## src/rtl/core/stae_pkg.sv

```systemverilog
// Shared types, register codes, reset values and sine table builder for the tone generator.
`timescale 1ns / 1ps
package stae_pkg;

  localparam int unsigned MAG_W = 15;
  localparam int unsigned SAMPLE_W = 16;
  localparam logic [63:0] HALF_PI_Q30 = 64'd1686629713;

  localparam logic [31:0] RST_PHASE_STEP = 32'd42852281;
  localparam logic [31:0] RST_ATTACK = 32'd44100;
  localparam logic [31:0] RST_RELEASE = 32'd44100;
  localparam logic [31:0] RST_NOTE = 32'd264600;
  localparam logic [MAG_W-1:0] RST_PEAK = 15'd16380;

  typedef logic signed [SAMPLE_W-1:0] sample_t;

  typedef enum logic [2:0] {
    REG_PHASE_STEP = 3'd0,
    REG_ATTACK     = 3'd1,
    REG_RELEASE    = 3'd2,
    REG_NOTE       = 3'd3,
    REG_PEAK       = 3'd4
  } reg_idx_e;

  // shift-subtract quotient of a series term by a small factorial step
  function automatic logic [63:0] taylor_div(input logic [63:0] num, input logic [7:0] den);
    logic [63:0] rem;
    logic [63:0] quo;
    rem = '0;
    quo = '0;
    for (int b = 63; b >= 0; b--) begin
      rem = {rem[62:0], num[b]};
      if (rem >= 64'(den)) begin
        rem = rem - 64'(den);
        quo[b] = 1'b1;
      end
    end
    return quo;
  endfunction

  function automatic logic [MAG_W-1:0] sine_entry(input int unsigned k, input int unsigned tbits);
    logic [63:0] x;
    logic [63:0] x2;
    logic [63:0] term;
    logic [63:0] v;
    logic signed [63:0] sum;
    x = ((64'(k) * 64'd2 + 64'd1) * HALF_PI_Q30) >> (tbits + 1);
    x2 = (x * x) >> 30;
    term = x;
    sum = signed'(x);
    for (int i = 1; i <= 7; i++) begin
      term = taylor_div((term * x2) >> 30, 8'((2 * i) * (2 * i + 1)));
      if ((i & 1) != 0) begin
        sum = sum - signed'(term);
      end else begin
        sum = sum + signed'(term);
      end
    end
    if (sum < 0) begin
      sum = 0;
    end
    v = (unsigned'(sum) * 64'd32767 + (64'd1 << 29)) >> 30;
    if (v > 64'd32767) begin
      v = 64'd32767;
    end
    return v[MAG_W-1:0];
  endfunction

endpackage

```

## src/rtl/core/stae_if.sv

```systemverilog
// Valid/ready channel interfaces for the restart word and the sample word.
`timescale 1ns / 1ps
interface stae_in_if;
  logic valid;
  logic ready;
  logic restart;

  modport source (output valid, output restart, input ready);
  modport sink (input valid, input restart, output ready);
endinterface

interface stae_out_if;
  logic              valid;
  logic              ready;
  stae_pkg::sample_t sample;
  logic              last_of_note;
  logic              note_done;

  modport source (output valid, output sample, output last_of_note, output note_done,
                  input ready);
  modport sink (input valid, input sample, input last_of_note, input note_done,
                output ready);
endinterface

```

## src/rtl/core/sine_tone_with_ar_envelope.sv

```systemverilog
// Sine tone generator with linear attack/release envelope, bit-serial envelope arithmetic.
// Words are accepted only in idle, so one word is processed at a time; an attack or release
// word passes through the shared bit-serial shift-add multiplier, the restoring divider and
// the multiplier again, a sustain word through the multiplier only, one bit per cycle over
// 15 bits each pass, and a word after the note has ended goes straight to output.
// Reset: rst_ni clears index, phase and done flag, loads default tone settings.
`timescale 1ns / 1ps
module sine_tone_with_ar_envelope #(
  parameter int unsigned SINE_TABLE_BITS = 8,
  parameter int unsigned COUNT_BITS = 24
) (
  input  logic              clk_i,
  input  logic              rst_ni,
  stae_in_if.sink           in_i,
  stae_out_if.source        out_o,
  input  logic              psel,
  input  logic              penable,
  input  logic              pwrite,
  input  logic [4:0]        paddr,
  input  logic [31:0]       pwdata,
  output logic [31:0]       prdata,
  output logic              pready
);

  localparam int unsigned MW = stae_pkg::MAG_W;
  localparam int unsigned CB = COUNT_BITS;
  localparam int unsigned HW = (CB + 1 > MW + 1) ? CB + 1 : MW + 1;
  localparam int unsigned TB = SINE_TABLE_BITS;
  localparam int unsigned DEPTH = 2 ** TB;
  localparam logic [3:0] LAST_STEP = 4'(MW - 1);

  typedef enum logic [2:0] {
    S_IDLE,
    S_DECIDE,
    S_MUL1,
    S_DIV,
    S_MUL2,
    S_EMIT
  } state_e;

  state_e state_q;

  logic [31:0]    phase_step_q;
  logic [CB-1:0]  attack_q;
  logic [CB-1:0]  release_q;
  logic [CB-1:0]  note_q;
  logic [MW-1:0]  peak_q;

  logic [CB:0]    idx_q;
  logic [31:0]    phase_q;
  logic           fin_q;
  logic [3:0]     bit_cnt_q;
  logic [HW-1:0]  acc_hi_q;
  logic [MW-1:0]  acc_lo_q;
  logic [HW-2:0]  mcand_q;
  logic [CB-1:0]  den_q;
  logic [MW-1:0]  sine_mag_q;
  logic           sine_neg_q;
  logic           last_q;
  stae_pkg::sample_t res_sample_q;
  logic           res_last_q;
  logic           res_done_q;
  logic           out_valid_q;
  stae_pkg::sample_t out_sample_q;
  logic           out_last_q;
  logic           out_done_q;

  logic [MW-1:0]  sine_rom [DEPTH];

  for (genvar k = 0; k < DEPTH; k++) begin : g_rom
    assign sine_rom[k] = stae_pkg::sine_entry(k, SINE_TABLE_BITS);
  end

  // ---------------- configuration port ----------------
  logic             wr_en;
  stae_pkg::reg_idx_e reg_idx;

  assign pready = 1'b1;
  assign wr_en = psel && penable && pwrite;
  assign reg_idx = stae_pkg::reg_idx_e'(paddr[4:2]);

  always_ff @(posedge clk_i or negedge rst_ni) begin
    if (!rst_ni) begin
      phase_step_q <= stae_pkg::RST_PHASE_STEP;
      attack_q <= CB'(stae_pkg::RST_ATTACK);
      release_q <= CB'(stae_pkg::RST_RELEASE);
      note_q <= CB'(stae_pkg::RST_NOTE);
      peak_q <= stae_pkg::RST_PEAK;
    end else if (wr_en) begin
      unique case (reg_idx)
        stae_pkg::REG_PHASE_STEP: phase_step_q <= pwdata;
        stae_pkg::REG_ATTACK:     attack_q <= pwdata[CB-1:0];
        stae_pkg::REG_RELEASE:    release_q <= pwdata[CB-1:0];
        stae_pkg::REG_NOTE:       note_q <= pwdata[CB-1:0];
        stae_pkg::REG_PEAK:       peak_q <= pwdata[MW-1:0];
        default: ;
      endcase
    end
  end

  always_comb begin
    unique case (reg_idx)
      stae_pkg::REG_PHASE_STEP: prdata = phase_step_q;
      stae_pkg::REG_ATTACK:     prdata = 32'(attack_q);
      stae_pkg::REG_RELEASE:    prdata = 32'(release_q);
      stae_pkg::REG_NOTE:       prdata = 32'(note_q);
      stae_pkg::REG_PEAK:       prdata = 32'(peak_q);
      default:                  prdata = '0;
    endcase
  end

  // ---------------- decision and serial datapath ----------------
  logic            in_acc;
  logic            over_note;
  logic            in_attack;
  logic            in_release;
  logic            is_last;
  logic [CB+1:0]   rel_sum;
  logic [CB-1:0]   rel_num;
  logic [TB-1:0]   tbl_idx;
  logic [HW:0]     mul_add;
  logic [HW:0]     mul_sum;
  logic [CB:0]     div_t;
  logic            div_ge;
  logic [CB:0]     div_r;
  logic [stae_pkg::SAMPLE_W-1:0] mag_ext;
  logic            out_take;

  assign in_i.ready = (state_q == S_IDLE);
  assign in_acc = in_i.valid && in_i.ready;

  assign over_note = idx_q > {1'b0, note_q};
  assign in_attack = idx_q < {1'b0, attack_q};
  assign rel_sum = (CB + 2)'(idx_q) + (CB + 2)'(release_q);
  assign in_release = rel_sum > (CB + 2)'(note_q);
  assign is_last = idx_q == {1'b0, note_q};
  assign rel_num = note_q - idx_q[CB-1:0];
  assign tbl_idx = phase_q[29 -: TB] ^ {TB{phase_q[30]}};

  assign mul_add = acc_lo_q[0] ? {2'b00, mcand_q} : '0;
  assign mul_sum = {1'b0, acc_hi_q} + mul_add;

  assign div_t = {acc_hi_q[CB-1:0], acc_lo_q[MW-1]};
  assign div_ge = div_t >= {1'b0, den_q};
  assign div_r = div_ge ? (div_t - {1'b0, den_q}) : div_t;

  assign mag_ext = {1'b0, mul_sum[MW:1]};
  assign out_take = out_valid_q && out_o.ready;

  always_ff @(posedge clk_i or negedge rst_ni) begin
    if (!rst_ni) begin
      state_q <= S_IDLE;
      idx_q <= '0;
      phase_q <= '0;
      fin_q <= 1'b0;
      bit_cnt_q <= '0;
      acc_hi_q <= '0;
      acc_lo_q <= '0;
      mcand_q <= '0;
      den_q <= '0;
      sine_mag_q <= '0;
      sine_neg_q <= 1'b0;
      last_q <= 1'b0;
      res_sample_q <= '0;
      res_last_q <= 1'b0;
      res_done_q <= 1'b0;
      out_valid_q <= 1'b0;
      out_sample_q <= '0;
      out_last_q <= 1'b0;
      out_done_q <= 1'b0;
    end else begin
      if (out_take && state_q != S_EMIT) begin
        out_valid_q <= 1'b0;
      end
      unique case (state_q)
        S_IDLE: begin
          if (in_acc) begin
            if (in_i.restart) begin
              idx_q <= '0;
              phase_q <= '0;
              fin_q <= 1'b0;
            end
            state_q <= S_DECIDE;
          end
        end
        S_DECIDE: begin
          bit_cnt_q <= '0;
          if (fin_q || over_note) begin
            fin_q <= 1'b1;
            res_sample_q <= '0;
            res_last_q <= 1'b0;
            res_done_q <= 1'b1;
            state_q <= S_EMIT;
          end else begin
            sine_mag_q <= sine_rom[tbl_idx];
            sine_neg_q <= phase_q[31];
            phase_q <= phase_q + phase_step_q;
            last_q <= is_last;
            if (is_last) begin
              fin_q <= 1'b1;
            end else begin
              idx_q <= idx_q + 1'b1;
            end
            acc_hi_q <= '0;
            acc_lo_q <= peak_q;
            priority if (in_attack) begin
              mcand_q <= (HW - 1)'(idx_q[CB-1:0]);
              den_q <= attack_q;
              state_q <= S_MUL1;
            end else if (in_release) begin
              mcand_q <= (HW - 1)'(rel_num);
              den_q <= release_q;
              state_q <= S_MUL1;
            end else begin
              mcand_q <= (HW - 1)'(sine_rom[tbl_idx]);
              state_q <= S_MUL2;
            end
          end
        end
        S_MUL1: begin
          acc_hi_q <= mul_sum[HW:1];
          acc_lo_q <= {mul_sum[0], acc_lo_q[MW-1:1]};
          if (bit_cnt_q == LAST_STEP) begin
            bit_cnt_q <= '0;
            state_q <= S_DIV;
          end else begin
            bit_cnt_q <= bit_cnt_q + 1'b1;
          end
        end
        S_DIV: begin
          acc_lo_q <= {acc_lo_q[MW-2:0], div_ge};
          if (bit_cnt_q == LAST_STEP) begin
            bit_cnt_q <= '0;
            acc_hi_q <= '0;
            mcand_q <= (HW - 1)'(sine_mag_q);
            state_q <= S_MUL2;
          end else begin
            bit_cnt_q <= bit_cnt_q + 1'b1;
            acc_hi_q <= HW'(div_r[CB-1:0]);
          end
        end
        S_MUL2: begin
          acc_hi_q <= mul_sum[HW:1];
          acc_lo_q <= {mul_sum[0], acc_lo_q[MW-1:1]};
          if (bit_cnt_q == LAST_STEP) begin
            bit_cnt_q <= '0;
            res_sample_q <= sine_neg_q ? stae_pkg::sample_t'(16'd0 - mag_ext)
                                       : stae_pkg::sample_t'(mag_ext);
            res_last_q <= last_q;
            res_done_q <= 1'b0;
            state_q <= S_EMIT;
          end else begin
            bit_cnt_q <= bit_cnt_q + 1'b1;
          end
        end
        S_EMIT: begin
          if (!out_valid_q || out_o.ready) begin
            out_valid_q <= 1'b1;
            out_sample_q <= res_sample_q;
            out_last_q <= res_last_q;
            out_done_q <= res_done_q;
            state_q <= S_IDLE;
          end
        end
        default: state_q <= S_IDLE;
      endcase
    end
  end

  assign out_o.valid = out_valid_q;
  assign out_o.sample = out_sample_q;
  assign out_o.last_of_note = out_last_q;
  assign out_o.note_done = out_done_q;

  a_done_silent: assert property (@(posedge clk_i) disable iff (!rst_ni)
    out_o.valid && out_o.note_done |-> out_o.sample == '0 && !out_o.last_of_note)
    else $error("ended note word carries sound");

  a_div_rem: assert property (@(posedge clk_i) disable iff (!rst_ni)
    state_q == S_DIV |-> acc_hi_q < HW'(den_q))
    else $error("divider remainder not below divisor");

  a_last_ends: assert property (@(posedge clk_i) disable iff (!rst_ni)
    state_q == S_DECIDE && !fin_q && is_last |=> fin_q)
    else $error("note not closed after final sample");

  a_idle_cnt: assert property (@(posedge clk_i) disable iff (!rst_ni)
    state_q == S_IDLE || state_q == S_EMIT |-> bit_cnt_q == '0)
    else $error("bit counter left running");

endmodule

```

## src/flat_wrapper.sv

```systemverilog
// flat-port wrapper written by rule: the top's interface ports become plain ports
module sine_tone_with_ar_envelope_flat 
#(
  parameter int unsigned SINE_TABLE_BITS = 8,
  parameter int unsigned COUNT_BITS = 24
)
  (clk_i, rst_ni, psel, penable, pwrite, paddr, pwdata, prdata, pready, in_i_valid, in_i_restart, in_i_ready, out_o_valid, out_o_sample, out_o_last_of_note, out_o_note_done, out_o_ready);
  stae_in_if in_i_i ();
  stae_out_if out_o_i ();
  input  logic clk_i;
  input  logic rst_ni;
  input  logic psel;
  input  logic penable;
  input  logic pwrite;
  input  logic [4:0] paddr;
  input  logic [31:0] pwdata;
  output logic [31:0] prdata;
  output logic pready;
  input wire logic [$bits(in_i_i.valid)-1:0] in_i_valid;
  input wire logic [$bits(in_i_i.restart)-1:0] in_i_restart;
  output wire logic [$bits(in_i_i.ready)-1:0] in_i_ready;
  output wire logic [$bits(out_o_i.valid)-1:0] out_o_valid;
  output wire logic [$bits(out_o_i.sample)-1:0] out_o_sample;
  output wire logic [$bits(out_o_i.last_of_note)-1:0] out_o_last_of_note;
  output wire logic [$bits(out_o_i.note_done)-1:0] out_o_note_done;
  input wire logic [$bits(out_o_i.ready)-1:0] out_o_ready;
  assign in_i_i.valid = in_i_valid;
  assign in_i_i.restart = in_i_restart;
  assign in_i_ready = in_i_i.ready;
  assign out_o_valid = out_o_i.valid;
  assign out_o_sample = out_o_i.sample;
  assign out_o_last_of_note = out_o_i.last_of_note;
  assign out_o_note_done = out_o_i.note_done;
  assign out_o_i.ready = out_o_ready;
  sine_tone_with_ar_envelope #(.SINE_TABLE_BITS(SINE_TABLE_BITS), .COUNT_BITS(COUNT_BITS)) u_core (.clk_i(clk_i), .rst_ni(rst_ni), .in_i(in_i_i), .out_o(out_o_i), .psel(psel), .penable(penable), .pwrite(pwrite), .paddr(paddr), .pwdata(pwdata), .prdata(prdata), .pready(pready));
endmodule
```

## config.mk

```make
export PLATFORM = sky130hd
export DESIGN_NAME = sine_tone_with_ar_envelope_flat
export DESIGN_NICKNAME = d
export VERILOG_FILES = /design/src/rtl/core/stae_pkg.sv /design/src/rtl/core/stae_if.sv /design/src/rtl/core/sine_tone_with_ar_envelope.sv /design/src/flat_wrapper.sv
export SDC_FILE = /design/constraint.sdc
export NUM_CORES = 1
export LEC_CHECK = 0
export ABC_AREA = 0
export BUFFER_PORTS_ARGS = -buffer_cell sky130_fd_sc_hd__buf_2
export CAP_MARGIN = 20
export CORE_ASPECT_RATIO = 2
export CORE_UTILIZATION = 33
export DETAILED_ROUTE_END_ITERATION = 8
export SYNTH_ARGS = -nofsm -noshare
export SYNTH_HDL_FRONTEND = slang
export SYNTH_SLANG_ARGS = --single-unit
```

## constraint.sdc

```tcl
create_clock -name clk_i -period 10.28 [get_ports clk_i]
set_input_delay 3.084 -clock clk_i [delete_from_list [all_inputs] [get_ports clk_i]]
set_output_delay 3.084 -clock clk_i [all_outputs]
set_load 0.02 [all_outputs]
```

### After elaboration in Yosys (flattened, before gate mapping)

Memory sizes are Yosys's and may differ from the RTL's.
Cells that the tools add are included.

| cells by class | value |
|---|---|
| equal/unequal tests | 22 |
| $lt $le $gt $ge | 5 |
| muxes and demuxes | 55 |
| add/subtract/negate cells | 8 |
| bitwise gates (word level) | 3 |
| reductions and logical operators | 33 |

Operators by type and width:

| cell | count |
|---|---|
| two-way mux 24 bit | 9 |
| case mux 32 bit (5 select lines) | 1 |
| two-way mux 25 bit | 5 |
| two-way mux 32 bit | 3 |
| case mux 25 bit (3 select lines) | 1 |
| case mux 32 bit (2 select lines) | 1 |
| adder 25 x 24 -> 26 bit | 2 |
| case mux 25 bit (2 select lines) | 1 |
| two-way mux 16 bit | 3 |
| case mux 24 bit (2 select lines) | 1 |
| subtractor 24 bit | 2 |
| two-way mux 15 bit | 3 |
| case mux 15 bit (3 select lines) | 1 |
| adder 32 bit | 1 |
| case mux 16 bit (2 select lines) | 1 |
| > comparator 26 x 24 -> 1 bit | 1 |
| adder 25 x 1 -> 25 bit (second input constant) | 1 |
| == test 25 x 24 -> 1 bit | 1 |
| greater-or-equal comparator 25 x 24 -> 1 bit | 1 |
| > comparator 25 x 24 -> 1 bit | 1 |
| less-than comparator 25 x 24 -> 1 bit | 1 |
| two-way mux 3 bit | 8 |
| case mux 3 bit (6 select lines) | 1 |
| AND reduction 2 bit | 8 |
| 29 further kinds | 68 |

| word-level totals | value |
|---|---|
| memory bits (read-only) | 3,840 |
| logic and storage cells | 151 |
| input bits | 45 |
| register bits | 326 |
| output and inout bits | 53 |
| memories | 1 |

Memory list:

| memory | depth | bits a word | read ports | clocked after memory_dff | wr ports | RTL line | source |
|---|---|---|---|---|---|---|---|
| (no name shown) | 256 | 15 | 1 | 0 | 0 | sine_tone_with_ar_envelope.sv:195 | `sine_mag_q <= sine_rom[tbl_idx];` |

### Logic depth before layout (Yosys ltp)

| depth | value |
|---|---|
| depth in word-level cells | 9 |
| gate-level depth with buffers | 22 |
| depth with buffers taken out | 20 |

### Least setup slack after synthesis

Ideal clock, no wire load.

| path | value |
|---|---|
| path type | input to output |
| start | input paddr[2] |
| end | output prdata[10] |
| cell stages on the path | 5 |
| setup slack | 2.622 ns |
| arrival | 4.574 ns |
| buffers on the path | 2 |
| data required time | 7.196 ns |
| path through | buf_1 -> clkbuf_1 -> mux2_2 -> a22oi_1 -> o22ai_1 |

| between the ends | value |
|---|---|
| cells in the longest elaborated chain, start to end | 2 |

Ends and longest elaborated chain:

| what | RTL line | source |
|---|---|---|
| from (decl) | flat_wrapper.sv:15 | `input logic [4:0] paddr;` |
| == test 3 bit, or another cell as far along | sine_tone_with_ar_envelope.sv:102 | `unique case (reg_idx)` |
| case mux 32 bit (5 select lines) * | sine_tone_with_ar_envelope.sv:102 |  |
| to (decl) | flat_wrapper.sv:17 | `output logic [31:0] prdata;` |

Mark *: on every way between the ends. The rest lies on a longest branch, timed or not.

### Final worst setup path

| path | value |
|---|---|
| start | input paddr[4] |
| end | output prdata[9] |

The elaborated chain is that of the path after synthesis.

==> impl_summary.log <==
INFO  metric grt_pass1_vias = 27200
INFO  metric vias = roughly 27000
INFO  metric fmax = 114 MHz
INFO  metric design.portCount = 98
INFO  metric total_number_of_clock_tree_sinks = between 300 and 400
INFO  metric p_leak = 0.0136 uW
INFO  metric ctsRootBufferMaster = sky130_fd_sc_hd__clkbuf_16
INFO  metric fin_crit_sh = 85.3%
INFO  metric yosysSeqAreaShare = just under 30%
INFO  metric primary_flip_flop_cell_chosen_by_synthesis_mapping = sky130_fd_sc_hd__dfrtp_1
INFO  metric totalNegativeSetupSlack = 0 ns
INFO  metric mean_post_synth_cell_area = 8.33 um^2
INFO  metric synth_enable_flop_cells = 0
INFO  metric critPathMaxFanout = 30
INFO  metric core_region_area = 0.0839 mm^2
INFO  metric unrepaired_setup_endpoints_after_global_routing = no
INFO  metric route.antenna.remaining_nets = 0
INFO  metric synth.lib_cells_used.distinct = 90
INFO  metric ctsHtreeMaxLevel = 2
INFO  metric fp.dieArea = 0.0863 mm^2
INFO  metric holdPathEnd = u_core.sine_mag_q[7]
INFO  metric final_layout_size_suffix_gt1_share = 13.9%
INFO  metric io_buffers = 94
INFO  metric count_of_mapped_cells_out_of_synthesis = roughly 3400
INFO  metric globalRouteMet3Util = between 3 and 4%
INFO  metric utilization = 36.8%
INFO  metric worst-slew-pin-transition = 1.27 ns
INFO  metric min_path_type = reg2reg
INFO  metric asyncSetResetFlopFracSynth = 100%
INFO  metric drt_pass1_iterations = 6
INFO  metric layout.filler_cells = 8664
INFO  metric initial_util = 33.4%
INFO  metric shortest_clock_period_the_worst_path_allows_after_layout = 8.77 ns
INFO  metric yosys_warnings = 0
INFO  metric yosys-top-cells-area = sky130_fd_sc_hd__dfrtp_1 (25%), sky130_fd_sc_hd__ha_1 (9.7%), sky130_fd_sc_hd__mux2_2 (5.5%), sky130_fd_sc_hd__a21oi_1 (4.9%), sky130_fd_sc_hd__o21ai_0 (4.7%)
INFO  metric category_of_the_worst_setup_path_capture_point = primary output
INFO  metric final.setup_skew = between 0.03 and 0.04 ns
INFO  metric layout.cells.non_filler = around 4500
INFO  metric worstSkewPairLatency = 0.58 ns
INFO  metric grt_start_max_net_pins = around 130
INFO  metric timing.final.ws_setup = 1.51 ns
INFO  metric grt-ovfl-total = 0
INFO  metric dp.cells = 4384
INFO  metric fin_nets = 3628
INFO  metric ctsLongestPathBuffers = 3
INFO  metric worst_slew_margin_rel = 14.6%
INFO  metric gp_congestion = between 1 and 1.5
INFO  metric report.final.hold_viol_count = 0
INFO  metric worstSetupStartpointType = primary input
INFO  metric rr_endpoint = u_core.den_q[0]
INFO  metric grt_pass1_wl = 171000 um
INFO  metric die_height = 414 um
INFO  metric critical_path_required = 7.20 ns
INFO  metric drv_slew = 0
INFO  metric viasPerCell = 6.10
INFO  metric cts_hold_bufs = 0
INFO  metric global_route.usage.total = 26.2%
INFO  metric synth.top_cell.area_share = 24.9%
INFO  metric core.rowCount = 150
INFO  metric post-dp-hpwl = between 80000 and 90000 um
INFO  metric synth.top_cells.by_count = sky130_fd_sc_hd__nand2_1 (325), sky130_fd_sc_hd__dfrtp_1 (279), sky130_fd_sc_hd__a21oi_1 (274), sky130_fd_sc_hd__o21ai_0 (265), sky130_fd_sc_hd__nor2_1 (227)
INFO  metric grt_busiest_layer = met2
INFO  metric syn_area = 0.0281 mm^2
INFO  metric crit-reg2reg-launch = u_core.idx_q[0]
INFO  metric cts.clk_slew.worst_paths = 0.06 ns
INFO  metric peakVddDrop = 0.420 mV
INFO  metric crit_arrival = 5.68 ns
INFO  metric drt-wirelength-per-cell = ~26 um
INFO  metric p_per_area = approximately 370 mW/mm^2
INFO  metric hold_start = u_core.sine_mag_q[7]
INFO  metric cts.repair_timing.setup_buffer_count = 0
INFO  metric postSynthRegisterBits = 326
INFO  metric critical_path_class = in2out
INFO  metric route.final.wire_length = 115000 um
INFO  metric final-setup-viol-count = 0
INFO  metric synth.net_count = approximately 3600
INFO  metric synth_most_common_cell = sky130_fd_sc_hd__nand2_1
INFO  metric place_ws = around 1.6 ns
INFO  metric grt_antenna_before_repair = 9
INFO  metric post_cts_resize_count = 0
INFO  metric timing.max_cap.violations = 0
INFO  metric groute.layer.met1.usage = 24.3%
INFO  metric dieWidth = 208 um
INFO  metric flow.area_growth_from_synthesis = 10.1%
INFO  metric worst_hold_stages = 2
INFO  metric cts_buffers = 34
INFO  metric initialDrtViolationCount = 2153
INFO  metric synthDominantAreaCellType = sky130_fd_sc_hd__dfrtp_1
INFO  metric status = complete, no violations
INFO  metric drc = 0
INFO  metric setup.worst_path.start = paddr[4]
INFO  metric r2r_setup_slk = roughly 4.1 ns
INFO  metric grtUsageMet2 = 48.7%
INFO  metric reg2reg_depth = 21
INFO  metric cts_tree = yes
final cells by class:
| class | instances | area, um^2 | share of cell area, % |
|---|---|---|---|
| Inverter | 156 | 586 | 1.90 |
| Timing Repair Buffer | 165 | 1050 | 3.41 |
| Antenna cell | 2 | 5.00 | 0.0162 |
| Multi-Input combinational cell | 2677 | 18500 | 60.0 |
| Clock inverter | 15 | 193 | 0.624 |
| Tap cell | 1064 | 1330 | 4.31 |
| Clock buffer | 47 | 971 | 3.14 |
| Sequential cell | 326 | 8220 | 26.6 |
kinds of logic (layout without fill, tap and decap cells):
group | count (synthesis) | in the layout | share of synthesized area [%]
mux | 217 | 217 | 8.94
other cells | 1 | 3 | 0.0134
simple gates | 990 | 990 | 16.9
fa+ha+maj | 223 | 223 | 10.1
compound gates | 1125 | 1125 | 25.9
flops | 326 | 326 | 29.3
xor+xnor | 121 | 121 | 3.78
buf+inv | 367 | 383 | 5.15
power breakdown:
group	internal, uW	total [uW]	leakage, uW	switching [uW]
clock network	749	1330	0.000565	586
registers	1670	2040	0.00409	370
logic	2510	7920	0.00896	5420
cells in the final DEF, fill, tap and decap left out, drive strengths merged, types with 15 or more instances in the layout:
| cell type | count |
|---|---|
| nand3 | 68 |
| inv | 158 |
| a211oi | 45 |
| o221ai | 28 |
| and3 | 21 |
| o21ai | 281 |
| o22ai | 36 |
| nor2 | 228 |
| o21a | 26 |
| a21o | 71 |
| nand2 | 325 |
| xor2 | 51 |
| nor3 | 103 |
| a211o | 16 |
| and2 | 46 |
| o211ai | 31 |
| or3 | 23 |
| or2 | 15 |
| mux2 | 138 |
| o31ai | 43 |
| dfstp | 47 |
| dfrtp | 279 |
| nand2b | 26 |
| mux2i | 66 |
| xnor2 | 70 |
| nor2b | 31 |
| a21oi | 275 |
| nand4 | 29 |
| or4 | 23 |
| a311oi | 20 |
| ha | 218 |
| buf | 165 |
| a31oi | 50 |
| clkbuf | 47 |
| o311ai | 21 |
| a22oi | 52 |
per-layer routing:
layer,up-vias,wire length [um]
met1,13200,37300
met4,14,12100
li1,12500,-
met5,-,86
met2,1029,60000
met3,452,6040
per-stage QoR:
| stage | total power [uW] | hold slack [ns] | area (um^2) |
|---|---|---|---|
| floorplan | 6950 | 0.437 | 28100 |
| global placement | 9620 | 0.451 | 29700 |
| detailed placement | 9630 | 0.455 | 29700 |
| CTS | 11000 | 0.471 | 30800 |
| global route | 11900 | 0.487 | 30900 |
| finish | 11300 | 0.472 | 30900 |
critical path, stage by stage:
cell and delay, ns:
sky130_fd_sc_hd__buf_2 0.67, sky130_fd_sc_hd__nor2b_2 1.03, sky130_fd_sc_hd__a22oi_1 0.22, sky130_fd_sc_hd__o22ai_1 0.38
sky130_fd_sc_hd__buf_2 0.25
registers in the layout (all words and copies together) (netlist names), 3 cells and up:
signal               cells
u_core.phase_q          32
u_core.phase_step_q     32
u_core.acc_hi_q         25
u_core.idx_q            25
u_core.attack_q         24
u_core.den_q            24
u_core.mcand_q          24
u_core.note_q           24
u_core.release_q        24
u_core.out_o.sample     16
u_core.res_sample_q     16
u_core.acc_lo_q         15
u_core.peak_q           15
u_core.sine_mag_q       15
u_core.bit_cnt_q         4
u_core.state_q           3
how the worst max path moves through the flow:
stage / end / slack (ns) / depth (start not counted)
after floorplan: prdata[10] / 2.62 / 5
after global placement: prdata[5] / 1.62 / 5
after detailed placement: prdata[4] / 1.61 / 5
after CTS: prdata[4] / 1.61 / 5
after global routing: prdata[4] / 1.57 / 5
final: prdata[9] / 1.51 / 5
No activity file was read; power rests on OpenSTA's default activity.
